`config.mk`:
```
export PLATFORM = sky130hd
export DESIGN_NAME = robot_drive_safety_supervisor_flat
export DESIGN_NICKNAME = d
export VERILOG_FILES = /design/src/rtl/core/rdss_pkg.sv /design/src/rtl/core/rdss_channels.sv /design/src/rtl/core/robot_drive_safety_supervisor.sv /design/src/rtl/core/rdss_cfg_regs.sv /design/src/rtl/core/rdss_ctrl.sv /design/src/flat_wrapper.sv
export VERILOG_INCLUDE_DIRS = /design/src /design/src/rtl/core
export SDC_FILE = /design/constraint.sdc
export NUM_CORES = 1
export LEC_CHECK = 0
export BUFFER_PORTS_ARGS = -buffer_cell sky130_fd_sc_hd__buf_2
export CAP_MARGIN = 15
export CORE_UTILIZATION = 50
export CTS_CLUSTER_SIZE = 8
export DETAILED_ROUTE_END_ITERATION = 7
export GPL_TIMING_DRIVEN = 1
export HOLD_SLACK_MARGIN = 0.12
export PLACE_DENSITY = 0.7
export SLEW_MARGIN = 20
export SYNTH_ARGS = -nofsm -noshare
export SYNTH_HDL_FRONTEND = slang
export SYNTH_SLANG_ARGS = --single-unit
```
`constraint.sdc`:
```
create_clock -name clk -period 5.5 [get_ports clk]
set_input_delay 0.55 -clock clk [delete_from_list [all_inputs] [get_ports clk]]
set_output_delay 0.55 -clock clk [all_outputs]
set_load 0.02 [all_outputs]
```
`src/rtl/core/robot_drive_safety_supervisor_defines.svh`:
```
// ----------------------------------------------------------------------------
// Drive safety supervisor assertion macros
// Shared concurrent assertion forms for the supervisor RTL.
// ----------------------------------------------------------------------------
`ifndef ROBOT_DRIVE_SAFETY_SUPERVISOR_DEFINES_SVH
`define ROBOT_DRIVE_SAFETY_SUPERVISOR_DEFINES_SVH

`ifndef ASSERT_OFF

// Same-cycle implication, disabled while reset is asserted.
`define RDSS_ASSERT_NOW(label, clk, rst_n, ante, cons) \
  label: assert property (@(posedge clk) disable iff (!rst_n) (ante) |-> (cons)) \
    else $error("supervisor assertion failed");

// Next-cycle implication, disabled while reset is asserted.
`define RDSS_ASSERT_NEXT(label, clk, rst_n, ante, cons) \
  label: assert property (@(posedge clk) disable iff (!rst_n) (ante) |=> (cons)) \
    else $error("supervisor assertion failed");

`else

`define RDSS_ASSERT_NOW(label, clk, rst_n, ante, cons)
`define RDSS_ASSERT_NEXT(label, clk, rst_n, ante, cons)

`endif

`endif

```
`src/rtl/core/rdss_pkg.sv`:
```
// ----------------------------------------------------------------------------
// Drive safety supervisor package
// Types, codes and reset constants shared by the supervisor RTL.
// ----------------------------------------------------------------------------
`timescale 1ns / 1ps

package rdss_pkg;

  localparam int VEL_W      = 16;
  localparam int MV_W       = 16;
  localparam int WD_W       = 16;
  localparam int SPD_W      = 15;
  localparam int CFG_IDX_W  = 2;
  localparam int CFG_DATA_W = 16;

  // Supervisor states.
  typedef enum logic [2:0] {
    ST_OFF    = 3'd0,
    ST_IDLE   = 3'd1,
    ST_ON     = 3'd2,
    ST_MANUAL = 3'd3,
    ST_REMOTE = 3'd4,
    ST_STOP   = 3'd5,
    ST_BRAKE  = 3'd6
  } state_t;

  // Request kinds.
  typedef enum logic [2:0] {
    MODE_TICK      = 3'd0,
    MODE_DEMAND    = 3'd1,
    MODE_MAN_TRANS = 3'd2,
    MODE_MAN_ROT   = 3'd3,
    MODE_REM_TRANS = 3'd4,
    MODE_REM_ROT   = 3'd5
  } mode_t;

  // Configuration register indexes.
  typedef enum logic [CFG_IDX_W-1:0] {
    CFG_MIN_CELL    = 2'd0,
    CFG_STOP_SPEED  = 2'd1,
    CFG_MAN_TIMEOUT = 2'd2,
    CFG_REM_TIMEOUT = 2'd3
  } cfg_idx_t;

  localparam logic [MV_W-1:0]  MIN_CELL_RST    = 16'd6100;
  localparam logic [SPD_W-1:0] STOP_SPEED_RST  = 15'd200;
  localparam logic [WD_W-1:0]  MAN_TIMEOUT_RST = 16'd100;
  localparam logic [WD_W-1:0]  REM_TIMEOUT_RST = 16'd100;

  typedef struct packed {
    logic [MV_W-1:0]  min_cell_mv;
    logic [SPD_W-1:0] stop_speed_limit;
    logic [WD_W-1:0]  manual_timeout_ticks;
    logic [WD_W-1:0]  remote_timeout_ticks;
  } cfg_t;

  typedef struct packed {
    logic [2:0]              mode;
    logic signed [VEL_W-1:0] value;
    logic                    power_enabled;
    logic                    brake_engaged;
    logic [MV_W-1:0]         battery_front_mv;
    logic [MV_W-1:0]         battery_middle_mv;
    logic [MV_W-1:0]         battery_rear_mv;
    logic signed [VEL_W-1:0] measured_translational;
    logic signed [VEL_W-1:0] measured_rotational;
  } in_item_t;

  typedef struct packed {
    logic [2:0]              state_now;
    logic                    warn_lamp;
    logic                    stop_front;
    logic                    stop_rear;
    logic                    drive_write;
    logic signed [VEL_W-1:0] drive_translational;
    logic signed [VEL_W-1:0] drive_rotational;
    logic                    drive_start;
    logic                    drive_stop;
  } out_item_t;

  // True when the stored demand code equals the given state code.
  function automatic logic dem_is(logic signed [VEL_W-1:0] dem, state_t st);
    return dem == {{(VEL_W-3){1'b0}}, st};
  endfunction

  // Demand code for a state.
  function automatic logic signed [VEL_W-1:0] dem_of(state_t st);
    return {{(VEL_W-3){1'b0}}, st};
  endfunction

endpackage

```
`src/rtl/core/rdss_channels.sv`:
```
// ----------------------------------------------------------------------------
// Drive safety supervisor channels
// Valid/ready channel interfaces for requests and results.
// ----------------------------------------------------------------------------
`timescale 1ns / 1ps

interface rdss_in_if;
  import rdss_pkg::*;

  logic     valid;
  logic     ready;
  in_item_t data;

  modport source (output valid, output data, input ready);
  modport sink (input valid, input data, output ready);
endinterface

interface rdss_out_if;
  import rdss_pkg::*;

  logic      valid;
  logic      ready;
  out_item_t data;

  modport source (output valid, output data, input ready);
  modport sink (input valid, input data, output ready);
endinterface

```
`src/rtl/core/robot_drive_safety_supervisor.sv`:
```
// ----------------------------------------------------------------------------
// Robot drive safety supervisor
// A request is held in the input register, then its result in the result
// register. Throughput: one request per cycle unless results stall; the state
// registers update in one pass. Back-pressure on the result side stalls the
// input register only when full. Reset: synchronous, active low; state, valid
// flags and configuration return to their defaults at once; data is not reset.
// ----------------------------------------------------------------------------
`timescale 1ns / 1ps
`include "robot_drive_safety_supervisor_defines.svh"

module robot_drive_safety_supervisor (
  input  logic                             clk,
  input  logic                             rst_n,
  rdss_in_if.sink                          in_chan,
  rdss_out_if.source                       out_chan,
  input  logic                             cfg_we,
  input  logic [rdss_pkg::CFG_IDX_W-1:0]   cfg_idx,
  input  logic [rdss_pkg::CFG_DATA_W-1:0]  cfg_wdata
);
  import rdss_pkg::*;

  cfg_t      cfg;
  in_item_t  in_data_r;
  logic      in_valid_r;
  out_item_t out_data_r;
  logic      out_valid_r;
  out_item_t result;
  logic      advance;

  rdss_cfg_regs u_cfg (
    .clk       (clk),
    .rst_n     (rst_n),
    .cfg_we    (cfg_we),
    .cfg_idx   (cfg_idx),
    .cfg_wdata (cfg_wdata),
    .cfg       (cfg)
  );

  rdss_ctrl u_ctrl (
    .clk    (clk),
    .rst_n  (rst_n),
    .cfg    (cfg),
    .step   (advance),
    .item   (in_data_r),
    .result (result)
  );

  // A request moves on when the result register is free or being drained.
  assign advance       = in_valid_r && (!out_valid_r || out_chan.ready);
  assign in_chan.ready = !in_valid_r || advance;

  // Input register.
  always_ff @(posedge clk) begin
    if (!rst_n) begin
      in_valid_r <= 1'b0;
    end else if (in_chan.valid && in_chan.ready) begin
      in_valid_r <= 1'b1;
    end else if (advance) begin
      in_valid_r <= 1'b0;
    end
  end

  always_ff @(posedge clk) begin
    if (in_chan.valid && in_chan.ready) begin
      in_data_r <= in_chan.data;
    end
  end

  // Result register.
  always_ff @(posedge clk) begin
    if (!rst_n) begin
      out_valid_r <= 1'b0;
    end else if (advance) begin
      out_valid_r <= 1'b1;
    end else if (out_chan.ready) begin
      out_valid_r <= 1'b0;
    end
  end

  always_ff @(posedge clk) begin
    if (advance) begin
      out_data_r <= result;
    end
  end

  assign out_chan.valid = out_valid_r;
  assign out_chan.data  = out_data_r;

  // A start pulse only comes with a command on entry to the on state.
  `RDSS_ASSERT_NOW(a_start_on, clk, rst_n, out_valid_r && out_data_r.drive_start,
    out_data_r.drive_write && out_data_r.state_now == ST_ON)
  // A stop pulse only comes on entry to brake with both scanners stopped.
  `RDSS_ASSERT_NOW(a_stop_brake, clk, rst_n, out_valid_r && out_data_r.drive_stop,
    out_data_r.state_now == ST_BRAKE && out_data_r.stop_front && out_data_r.stop_rear)
  // Without a command the velocity fields are zero.
  `RDSS_ASSERT_NOW(a_idle_vel, clk, rst_n, out_valid_r && !out_data_r.drive_write,
    out_data_r.drive_translational == '0 && out_data_r.drive_rotational == '0)
  // An accepted request always lands in the input register.
  `RDSS_ASSERT_NEXT(a_in_load, clk, rst_n, in_chan.valid && in_chan.ready, in_valid_r)

endmodule

```
`src/rtl/core/rdss_cfg_regs.sv`:
```
// ----------------------------------------------------------------------------
// Drive safety supervisor configuration registers
// Write-only register file for thresholds and watchdog timeouts.
// ----------------------------------------------------------------------------
`timescale 1ns / 1ps

module rdss_cfg_regs (
  input  logic                             clk,
  input  logic                             rst_n,
  input  logic                             cfg_we,
  input  logic [rdss_pkg::CFG_IDX_W-1:0]   cfg_idx,
  input  logic [rdss_pkg::CFG_DATA_W-1:0]  cfg_wdata,
  output rdss_pkg::cfg_t                   cfg
);
  import rdss_pkg::*;

  cfg_t cfg_r;

  // Register writes; the stop speed register keeps the low 15 bits.
  always_ff @(posedge clk) begin
    if (!rst_n) begin
      cfg_r.min_cell_mv          <= MIN_CELL_RST;
      cfg_r.stop_speed_limit     <= STOP_SPEED_RST;
      cfg_r.manual_timeout_ticks <= MAN_TIMEOUT_RST;
      cfg_r.remote_timeout_ticks <= REM_TIMEOUT_RST;
    end else if (cfg_we) begin
      unique case (cfg_idx_t'(cfg_idx))
        CFG_MIN_CELL:    cfg_r.min_cell_mv          <= cfg_wdata[MV_W-1:0];
        CFG_STOP_SPEED:  cfg_r.stop_speed_limit     <= cfg_wdata[SPD_W-1:0];
        CFG_MAN_TIMEOUT: cfg_r.manual_timeout_ticks <= cfg_wdata[WD_W-1:0];
        CFG_REM_TIMEOUT: cfg_r.remote_timeout_ticks <= cfg_wdata[WD_W-1:0];
        default: ;
      endcase
    end
  end

  assign cfg = cfg_r;

endmodule

```
`src/rtl/core/rdss_ctrl.sv`:
```
// ----------------------------------------------------------------------------
// Drive safety supervisor control
// State registers and single-pass next-state and result logic.
// ----------------------------------------------------------------------------
`timescale 1ns / 1ps
`include "robot_drive_safety_supervisor_defines.svh"

module rdss_ctrl (
  input  logic                 clk,
  input  logic                 rst_n,
  input  rdss_pkg::cfg_t       cfg,
  input  logic                 step,
  input  rdss_pkg::in_item_t   item,
  output rdss_pkg::out_item_t  result
);
  import rdss_pkg::*;

  state_t                  state_r, state_nxt;
  logic signed [VEL_W-1:0] dem_r, dem_nxt;
  logic                    lamp_r, lamp_nxt;
  logic                    fstop_r, fstop_nxt;
  logic                    rstop_r, rstop_nxt;
  logic signed [VEL_W-1:0] man_trans_r, man_trans_nxt;
  logic signed [VEL_W-1:0] man_rot_r, man_rot_nxt;
  logic signed [VEL_W-1:0] rem_trans_r, rem_trans_nxt;
  logic signed [VEL_W-1:0] rem_rot_r, rem_rot_nxt;
  logic [WD_W-1:0]         man_wd_r, man_wd_nxt;
  logic [WD_W-1:0]         rem_wd_r, rem_wd_nxt;

  logic [WD_W-1:0]         man_wd_inc, rem_wd_inc;
  logic                    all_ok, any_low, slow;
  logic                    pwr, brk;
  logic                    wr, start, stp;
  logic signed [VEL_W-1:0] dt, dr;

  // Saturating watchdog increments used on a tick.
  assign man_wd_inc = (man_wd_r == '1) ? man_wd_r : man_wd_r + 1'b1;
  assign rem_wd_inc = (rem_wd_r == '1) ? rem_wd_r : rem_wd_r + 1'b1;

  // Battery and speed checks on the sampled tick inputs.
  assign all_ok  = (item.battery_front_mv  >= cfg.min_cell_mv) &&
                   (item.battery_middle_mv >= cfg.min_cell_mv) &&
                   (item.battery_rear_mv   >= cfg.min_cell_mv);
  assign any_low = (item.battery_front_mv  <= cfg.min_cell_mv) ||
                   (item.battery_middle_mv <= cfg.min_cell_mv) ||
                   (item.battery_rear_mv   <= cfg.min_cell_mv);
  assign slow    = (item.measured_rotational    <= $signed({1'b0, cfg.stop_speed_limit})) &&
                   (item.measured_translational <= $signed({1'b0, cfg.stop_speed_limit}));
  assign pwr     = item.power_enabled;
  assign brk     = item.brake_engaged;

  // Next state and result for one request.
  always_comb begin
    state_nxt     = state_r;
    dem_nxt       = dem_r;
    lamp_nxt      = lamp_r;
    fstop_nxt     = fstop_r;
    rstop_nxt     = rstop_r;
    man_trans_nxt = man_trans_r;
    man_rot_nxt   = man_rot_r;
    rem_trans_nxt = rem_trans_r;
    rem_rot_nxt   = rem_rot_r;
    man_wd_nxt    = man_wd_r;
    rem_wd_nxt    = rem_wd_r;
    wr            = 1'b0;
    start         = 1'b0;
    stp           = 1'b0;
    dt            = '0;
    dr            = '0;

    unique case (mode_t'(item.mode))
      MODE_DEMAND: begin
        dem_nxt = item.value;
      end
      MODE_MAN_TRANS: begin
        man_trans_nxt = item.value;
        man_wd_nxt    = '0;
      end
      MODE_MAN_ROT: begin
        man_rot_nxt = item.value;
        man_wd_nxt  = '0;
      end
      MODE_REM_TRANS: begin
        rem_trans_nxt = item.value;
        rem_wd_nxt    = '0;
      end
      MODE_REM_ROT: begin
        rem_rot_nxt = item.value;
        rem_wd_nxt  = '0;
      end
      MODE_TICK: begin
        man_wd_nxt = man_wd_inc;
        rem_wd_nxt = rem_wd_inc;
        unique case (state_r) inside
          ST_OFF: begin
            if (!brk) begin
              lamp_nxt  = 1'b0;
              fstop_nxt = 1'b1;
              rstop_nxt = 1'b1;
            end else if (pwr) begin
              lamp_nxt  = 1'b1;
              fstop_nxt = 1'b0;
              rstop_nxt = 1'b0;
              dem_nxt   = dem_of(ST_IDLE);
              state_nxt = ST_IDLE;
            end else begin
              lamp_nxt  = 1'b0;
              fstop_nxt = 1'b0;
              rstop_nxt = 1'b0;
            end
          end
          ST_IDLE: begin
            lamp_nxt = 1'b0;
            if (!pwr) begin
              state_nxt = ST_OFF;
            end else if (brk) begin
              state_nxt = ST_IDLE;
            end else if (dem_is(dem_r, ST_OFF)) begin
              state_nxt = ST_OFF;
            end else if (dem_is(dem_r, ST_ON) || dem_is(dem_r, ST_MANUAL) ||
                         dem_is(dem_r, ST_REMOTE)) begin
              if (all_ok) begin
                lamp_nxt      = 1'b1;
                man_trans_nxt = '0;
                man_rot_nxt   = '0;
                rem_trans_nxt = '0;
                rem_rot_nxt   = '0;
                wr            = 1'b1;
                start         = 1'b1;
                state_nxt     = ST_ON;
              end else begin
                dem_nxt = dem_of(ST_OFF);
              end
            end
          end
          ST_ON, ST_MANUAL, ST_REMOTE: begin
            if (!pwr || brk || any_low || dem_is(dem_r, ST_OFF)) begin
              lamp_nxt  = 1'b1;
              dem_nxt   = dem_of(ST_OFF);
              state_nxt = ST_STOP;
            end else if (state_r != ST_ON && dem_is(dem_r, ST_ON)) begin
              state_nxt = ST_ON;
            end else if (state_r != ST_MANUAL && dem_is(dem_r, ST_MANUAL)) begin
              state_nxt = ST_MANUAL;
            end else if (state_r != ST_REMOTE && dem_is(dem_r, ST_REMOTE)) begin
              state_nxt = ST_REMOTE;
            end else if (state_r == ST_ON) begin
              wr            = 1'b1;
              man_trans_nxt = '0;
              man_rot_nxt   = '0;
              rem_trans_nxt = '0;
              rem_rot_nxt   = '0;
              lamp_nxt      = 1'b1;
            end else if (state_r == ST_MANUAL) begin
              wr = 1'b1;
              if (man_wd_inc > cfg.manual_timeout_ticks) begin
                man_trans_nxt = '0;
                man_rot_nxt   = '0;
              end else begin
                dt       = man_trans_r;
                dr       = man_rot_r;
                lamp_nxt = 1'b1;
              end
            end else begin
              wr = 1'b1;
              if (rem_wd_inc > cfg.remote_timeout_ticks) begin
                rem_trans_nxt = '0;
                rem_rot_nxt   = '0;
              end else begin
                dt       = rem_trans_r;
                dr       = rem_rot_r;
                lamp_nxt = 1'b1;
              end
            end
          end
          ST_STOP: begin
            wr = 1'b1;
            if (slow) begin
              fstop_nxt = 1'b1;
              rstop_nxt = 1'b1;
              stp       = 1'b1;
              state_nxt = ST_BRAKE;
            end else begin
              lamp_nxt = 1'b1;
            end
          end
          ST_BRAKE: begin
            if (pwr) begin
              fstop_nxt = 1'b1;
              rstop_nxt = 1'b1;
              lamp_nxt  = 1'b1;
            end else if (!brk) begin
              lamp_nxt = 1'b1;
            end else begin
              fstop_nxt = 1'b0;
              rstop_nxt = 1'b0;
              lamp_nxt  = 1'b0;
              state_nxt = ST_OFF;
            end
          end
          default: begin
            state_nxt = ST_OFF;
          end
        endcase
      end
      default: ;
    endcase
  end

  // State registers advance only when a request passes this stage.
  always_ff @(posedge clk) begin
    if (!rst_n) begin
      state_r     <= ST_OFF;
      dem_r       <= '0;
      lamp_r      <= 1'b0;
      fstop_r     <= 1'b0;
      rstop_r     <= 1'b0;
      man_trans_r <= '0;
      man_rot_r   <= '0;
      rem_trans_r <= '0;
      rem_rot_r   <= '0;
      man_wd_r    <= '0;
      rem_wd_r    <= '0;
    end else if (step) begin
      state_r     <= state_nxt;
      dem_r       <= dem_nxt;
      lamp_r      <= lamp_nxt;
      fstop_r     <= fstop_nxt;
      rstop_r     <= rstop_nxt;
      man_trans_r <= man_trans_nxt;
      man_rot_r   <= man_rot_nxt;
      rem_trans_r <= rem_trans_nxt;
      rem_rot_r   <= rem_rot_nxt;
      man_wd_r    <= man_wd_nxt;
      rem_wd_r    <= rem_wd_nxt;
    end
  end

  // Result fields reflect the levels after this request.
  always_comb begin
    result.state_now           = state_nxt;
    result.warn_lamp           = lamp_nxt;
    result.stop_front          = fstop_nxt;
    result.stop_rear           = rstop_nxt;
    result.drive_write         = wr;
    result.drive_translational = dt;
    result.drive_rotational    = dr;
    result.drive_start         = start;
    result.drive_stop          = stp;
  end

  // The supervisor state only moves with an accepted request.
  `RDSS_ASSERT_NEXT(a_state_holds, clk, rst_n, !step, $stable(state_r))

endmodule

```
`src/flat_wrapper.sv`:
```
// flat-port wrapper written by rule: the top's interface ports become plain ports
module robot_drive_safety_supervisor_flat import rdss_pkg::*;
  (clk, rst_n, cfg_we, cfg_idx, cfg_wdata, in_chan_valid, in_chan_data, in_chan_ready, out_chan_valid, out_chan_data, out_chan_ready);
  rdss_in_if in_chan_i ();
  rdss_out_if out_chan_i ();
  input  logic clk;
  input  logic rst_n;
  input  logic cfg_we;
  input  logic [rdss_pkg::CFG_IDX_W-1:0] cfg_idx;
  input  logic [rdss_pkg::CFG_DATA_W-1:0] cfg_wdata;
  input wire logic [$bits(in_chan_i.valid)-1:0] in_chan_valid;
  input wire logic [$bits(in_chan_i.data)-1:0] in_chan_data;
  output wire logic [$bits(in_chan_i.ready)-1:0] in_chan_ready;
  output wire logic [$bits(out_chan_i.valid)-1:0] out_chan_valid;
  output wire logic [$bits(out_chan_i.data)-1:0] out_chan_data;
  input wire logic [$bits(out_chan_i.ready)-1:0] out_chan_ready;
  assign in_chan_i.valid = in_chan_valid;
  assign in_chan_i.data = in_chan_data;
  assign in_chan_ready = in_chan_i.ready;
  assign out_chan_valid = out_chan_i.valid;
  assign out_chan_data = out_chan_i.data;
  assign out_chan_i.ready = out_chan_ready;
  robot_drive_safety_supervisor u_core (.clk(clk), .rst_n(rst_n), .in_chan(in_chan_i), .out_chan(out_chan_i), .cfg_we(cfg_we), .cfg_idx(cfg_idx), .cfg_wdata(cfg_wdata));
endmodule
```
## After elaboration in Yosys (flattened, before gate mapping)

Index checks and enable logic that the tools add are counted.

| cells by class | value |
|---|---|
| $lt $le $gt $ge | 10 |
| reduce and logical (&&, ||, !) cells | 50 |
| bitwise logic cells | 2 |
| eq/ne operators | 39 |
| multiplexer cells | 113 |
| add/sub/neg operators | 2 |

Operator list:

| kind | count |
|---|---|
| 16-bit 2-to-1 mux | 45 |
| 16-bit one-hot mux with 2 select lines | 11 |
| 16-bit less-or-equal comparator | 5 |
| 13-bit AND reduction | 4 |
| 16-bit >= comparator | 3 |
| 16-bit one-hot mux with 3 select lines | 1 |
| 3-bit 2-to-1 mux | 15 |
| 1-bit 2-to-1 mux | 36 |
| 3-bit != test (second input constant) | 11 |
| 16-bit by 1-bit adder with 16-bit output (second input constant) | 2 |
| 16-bit equality test (second input constant) | 2 |
| 16-bit by 2-bit equality test with 1-bit output (second input constant) | 2 |
| 16-bit greater-than comparator | 2 |
| 3-bit by 2-bit != test with 1-bit output (second input constant) | 6 |
| 2-bit nonzero test | 9 |
| 16-bit by 3-bit equality test with 1-bit output (second input constant) | 1 |
| 16-bit logical NOT | 1 |
| 2-bit AND reduction | 8 |
| 3-bit equality test (second input constant) | 5 |
| 3-bit one-hot mux with 5 select lines | 1 |
| 3-bit by 2-bit equality test with 1-bit output (second input constant) | 4 |
| 11-bit AND reduction | 1 |
| 1-bit logical OR | 9 |
| 1-bit one-hot mux with 3 select lines | 3 |
| 14 further kinds | 29 |

| storage, ports and cells | value |
|---|---|
| bits in registers | 325 |
| output and inout port bits | 43 |

## Depth between registers and ports, before layout

| depth | value |
|---|---|
| word-level depth | 12 |
| mapped depth | 17 |

## Modules after synthesis

From an unflattened synthesis, not the netlist that was laid out.

| second synthesis, totals | value |
|---|---|
| cell total of the unflattened synthesis | 1,547 |
| area total of the unflattened synthesis | 16,016.6 µm² |

Modules (own cells, without submodules):

| module | times used | area an instance (µm²) | cells an instance |
|---|---|---|---|
| rdss_ctrl | 1 | 9,166.3 | 1,159 |
| robot_drive_safety_supervisor | 1 | 4,367.9 | 151 |
| rdss_cfg_regs | 1 | 2,482.4 | 237 |

## Least setup slack after synthesis

OpenSTA, ideal clock, no wires.

| timing path | value |
|---|---|
| kind | register -> register |
| from | register u_core.u_ctrl.rem_wd_r[4] |
| to | register u_core.u_ctrl.rem_rot_r[0] |
| arrival time | 4.053 ns |
| library setup time | 0.071 ns |
| stages on the path, launching flop included | 18 |
| path slack | 1.376 ns |
| buffers on the path | 2 |
| path through | dfxtp_1 -> clkbuf_1 -> and4_1 -> nand4_1 -> nor4_1 -> a211oi_1 -> and4_1 -> xor2_1 -> ha_1 -> a21oi_1 -> o21ai_0 -> o2bb2ai_1 -> or3_1 -> a21oi_1 -> nor2b_1 -> a21oi_1 -> buf_2 -> o2bb2ai_1 |

| on the way | value |
|---|---|
| longest elaborated chain between the ends | 12 |
| elaborated cells on any way between the ends | 13 |

Ends and longest elaborated chain:

| item | RTL line | text |
|---|---|---|
| from (decl) | rdss_ctrl.sv:28 | `logic [WD_W-1:0] rem_wd_r, rem_wd_nxt;` |
| from (signal assigned) | rdss_ctrl.sv:235 | `rem_wd_r <= rem_wd_nxt;` |
| 16-bit by 1-bit adder with 16-bit output or 16-bit equality test (tied branches) | rdss_ctrl.sv:38 | `assign rem_wd_inc = (rem_wd_r == '1) ? rem_wd_r : rem_wd_r + 1'b1;` |
| 16-bit 2-to-1 mux (*) | rdss_ctrl.sv:38 |  |
| 16-bit greater-than comparator (*) | rdss_ctrl.sv:166 | `if (rem_wd_inc > cfg.remote_timeout_ticks) begin` |
| 16-bit 2-to-1 mux (*) (7 in a row) | -- |  |
| 16-bit one-hot mux with 2 select lines (*) (2 in a row) | -- |  |
| to (signal assigned) | rdss_ctrl.sv:233 | `rem_rot_r <= rem_rot_nxt;` |
| to (decl) | rdss_ctrl.sv:26 | `logic signed [VEL_W-1:0] rem_rot_r, rem_rot_nxt;` |

Every way passes the cells marked *; elsewhere a longest branch is shown, timed or not. The select of a mux whose other input is x is not followed.
A chain may end at the register's enable or synchronous reset.

## Final worst setup path

| timing path | value |
|---|---|
| from | register u_core.u_ctrl.rem_wd_r[4] |
| to | register u_core.u_ctrl.rem_trans_r[9] |

| on the way | value |
|---|---|
| longest elaborated chain between the ends | 12 |
| elaborated cells on any way between the ends | 13 |

Ends and longest elaborated chain:

| item | RTL line | text |
|---|---|---|
| 16-bit by 1-bit adder with 16-bit output or 16-bit equality test (tied branches) | rdss_ctrl.sv:38 |  |
| 16-bit 2-to-1 mux (*) | rdss_ctrl.sv:38 |  |
| 16-bit greater-than comparator (*) | rdss_ctrl.sv:166 |  |
| 16-bit 2-to-1 mux (*) (7 in a row) | -- |  |
| 16-bit one-hot mux with 2 select lines (*) (2 in a row) | -- |  |
| to (signal assigned) | rdss_ctrl.sv:232 | `rem_trans_r <= rem_trans_nxt;` |
| to (decl) | rdss_ctrl.sv:25 | `logic signed [VEL_W-1:0] rem_trans_r, rem_trans_nxt;` |

Marked as above.

==> impl_metrics.tcl <==
set metrics [dict create \
    ys_ff_latch 325 \
    dpl.cell_count 2012 \
    yosys.area_share.simple_pct 14.7 \
    nNetsFinal 1906 \
    hold_buffers 0 \
    numCtsBuffers 46 \
    antenna_found_initial 1 \
    ys_seq_area_share_pct 52.1 \
    syn_area_per_cell_um2 10.0 \
    synthAdderAreaFrac_pct 9.21 \
    cts.sinks 325 \
    end_kind "register" \
    arrival_ps 5140 \
    worst_slack_ps 843 \
    cts_tree "yes" \
    synth_compound_area_share_pct 18.1 \
    die_h_um 176 \
    cp_max_fo 9 \
    yosysWarnings 0 \
    fin_crit_ps 4660 \
    overflow 0 \
    worst_ep_required_time_ps 5990 \
    r2r_start "u_core.u_ctrl.rem_wd_r[4]" \
    final_cells 2086 \
    async_flop_share_pct 0 \
    drc 0 \
    dp_slack_ps 930 \
    grt_pass1_wl_um 59200 \
    synth_edf_count 142 \
    r2r_cells 16 \
    syn_nets 1750 \
    fmax_mhz 215 \
    globalRouteTotalUtil_pct 24.0 \
    critical_path_class "reg2reg" \
    yosysTopAreaCellShare_pct 28.0 \
    worst_hold_path.endpoint "u_core.in_data_r[6]" \
    die_w_um 176 \
    critPathBufInv 1 \
    io_pins 167 \
    yosysMostFrequentCell "nand2_1" \
    ant_nets 0 \
    crit_chain "and4_1 -> nand4_1 -> nor4_1 -> a211oi_1 -> and4_1 -> xor2_1 -> ha_1 -> a21oi_1 -> o21ai_0 -> o2bb2ai_1 -> or3_1 -> a21oi_1 -> nor2_2 -> a21oi_2 -> buf_4 -> a22o_1" \
    fin_area_mm2 0.0177 \
    grt_start_max_net_pins 66 \
    cap_violations 0 \
    finClkSkew_ps 16.1 \
    synth-main-ff-cell "dfxtp_1" \
    wl_per_cell_um 17.9 \
    fin_crit_sh_pct 84.7 \
    hp-start "in_chan_data[6]" \
    routed_wl_um 37300 \
    grt_pass1_vias 11300 \
    r2r_setup_slack_ps 840 \
    synth_area_mm2 0.0152 \
    die_area_mm2 0.0311 \
    postSynthCellCount 1514 \
    grt_setup_unrepaired "no" \
    drt_iter0_markers 992 \
    cp_top_family "simple AND/OR/NAND/NOR gates" \
    ys_top_cells_by_area "edfxtp_1 28%, dfxtp_1 24%, ha_1 9.2%, nand2_1 5.6%, a21oi_1 3.7%" \
    drive_gt1_share_pct 15.3 \
    slew_violations 0 \
    power.total_mw 5.62 \
    status "finished clean" \
    setup_viol 0 \
    syn_to_final_growth_pct 16.3 \
    power.density_mw_per_mm2 318 \
    rows 63 \
    dr_total_vias 11900 \
    dpl.hpwl_um 26000 \
    synthTopCellsByCount "228 x nand2_1, 183 x dfxtp_1, 142 x edfxtp_1, 113 x a21oi_1, 112 x ha_1" \
    utilization_pct 59.4 \
    tightest_slew_ps 1060 \
    vdd_ir_drop_max_mv 0.267 \
    cts_root_buf "clkbuf_16" \
    viasPerCell 5.72 \
    core_mm2 0.0298 \
    ctsLongestPathBuffers 3 \
    path_clk_slew_ps 60 \
    clock_latency_ps 550 \
    io_buffers 166 \
    p_leak_nw 6.91 \
    hp-class "in2reg" \
    synth_xor_area_share_pct 1.50 \
    whs_path_depth 1 \
    slowest_delay_ps 620 \
    relSlewSlack_pct 28.6 \
    first_pass_iters 7 \
    critical_path.slowest_cell "nor4_1" \
    floorplan.initialDensity_pct 51.1 \
    place_congestion 0.887 \
    dpl_cell_area_mm2 0.0164 \
    cts.htree.levels 2 \
    whs_ps 169 \
    synth.area.mux_share_pct 0.288 \
    hold_violations 0 \
    crit-reg2reg-capture "u_core.u_ctrl.rem_trans_r[9]" \
    post_cts_resized 0 \
    startpoint_type "register" \
    yosysUniqueCellTypes 74 \
    yosysTopAreaCell "edfxtp_1" \
    synth_top_family_by_area "compound AO/OA/AOI/OAI gates" \
    setup_tns_ps 0 \
    cts_setup_buffers 0 \
    antennaDiodeCount 0 \
]
==> sequential cells by signal, indices dropped and copies added, names as in the netlist, 3 cells and up <==
| name | count |
|---|---|
| u_core.u_cfg.cfg | 63 |
| u_core.u_ctrl.man_trans_r | 16 |
| u_core.in_data_r | 101 |
| u_core.out_chan.data | 41 |
| u_core.u_ctrl.man_rot_r | 16 |
| u_core.u_ctrl.man_wd_r | 16 |
| u_core.u_ctrl.dem_r | 16 |
| u_core.u_ctrl.rem_trans_r | 16 |
| u_core.u_ctrl.state_r | 3 |
| u_core.u_ctrl.rem_wd_r | 16 |
| u_core.u_ctrl.rem_rot_r | 16 |
==> layer usage <==
layer	GRT usage (%)	part of all wire, %	vias up
met1	33.2	45	5575
met2	37.8	45	434
met5	0	0.027	-
li1	-	-	5863
met4	7.61	2.4	2
met3	4.67	7.0	65
==> worst max path at each step <==
stage                                    from  slack (ps)  cells after the start                            end
finish              u_core.u_ctrl.rem_wd_r[4]         840                     16   u_core.u_ctrl.rem_trans_r[9]
global route        u_core.u_ctrl.rem_wd_r[4]         330                     14       u_core.out_chan.data[37]
CTS                 u_core.u_ctrl.rem_wd_r[4]         870                     16   u_core.u_ctrl.rem_trans_r[9]
detailed placement  u_core.u_ctrl.rem_wd_r[4]         930                     16   u_core.u_ctrl.rem_trans_r[2]
global placement    u_core.u_ctrl.rem_wd_r[4]        1100                     16  u_core.u_ctrl.rem_trans_r[11]
floorplan           u_core.u_ctrl.rem_wd_r[4]        1380                     17     u_core.u_ctrl.rem_rot_r[0]
==> cell families after synthesis <==
family                     count (synthesis)
buffers and inverters                    157
xor gates and xnor gates                  26
adders and majority gates                112
muxes                                      4
DFF                                      325
AOI/OAI and AO/OA                        410
and+or+nand+nor                          480
==> where the power goes <==
group | total (mW) | leakage (nW) | internal (mW) | switching, mW
Clock | 2.57 | 0.628 | 1.56 | 1.01
Sequential | 2.66 | 2.88 | 2.61 | 0.0467
Combinational | 0.397 | 3.40 | 0.143 | 0.254
Total | 5.62 | 6.91 | 4.31 | 1.31
==> placed cells by master (no fill, tap or decap), types with 9 or more instances in the layout <==
master,netlist,layout
buf_2,4,166
dfxtp_1,183,183
edfxtp_1,142,142
inv_1,86,84
o31ai_1,12,12
nor2b_1,10,10
a22oi_1,45,45
o211ai_1,22,22
nand2b_1,16,16
a21oi_1,113,111
a31oi_1,9,9
o22ai_1,34,34
a21o_1,15,15
nor2_1,95,93
a211oi_1,11,11
buf_4,0,13
nor4_1,12,12
a32o_1,15,15
a22o_1,20,20
clkbuf_1,58,24
clkbuf_16,0,46
ha_1,112,112
and3_1,10,10
nand4_1,29,29
xnor2_1,18,18
nand2_1,228,228
nor3_1,18,17
nand3_1,18,18
o2bb2ai_1,16,16
o21ai_0,49,49
==> worst reg2reg max path, stage by stage, from the launching register on <==
cell	delay, ps
dfxtp_1	460
and4_1	320
nand4_1	200
nor4_1	620
a211oi_1	290
and4_1	310
xor2_1	160
ha_1	330
a21oi_1	140
o21ai_0	100
o2bb2ai_1	150
or3_1	440
a21oi_1	220
nor2_2	70
a21oi_2	380
buf_4	260
a22o_1	130
==> cell type report <==
cell class	instances	area, um2
clock buffers	71	1250
clock inverters	3	62.6
fillers	2532	12100
inverters	86	323
multi-input cells	1032	6700
flip-flops and latches	325	7930
well taps	390	488
repair buffers	179	928
No activity file was read; power rests on OpenSTA's default activity.
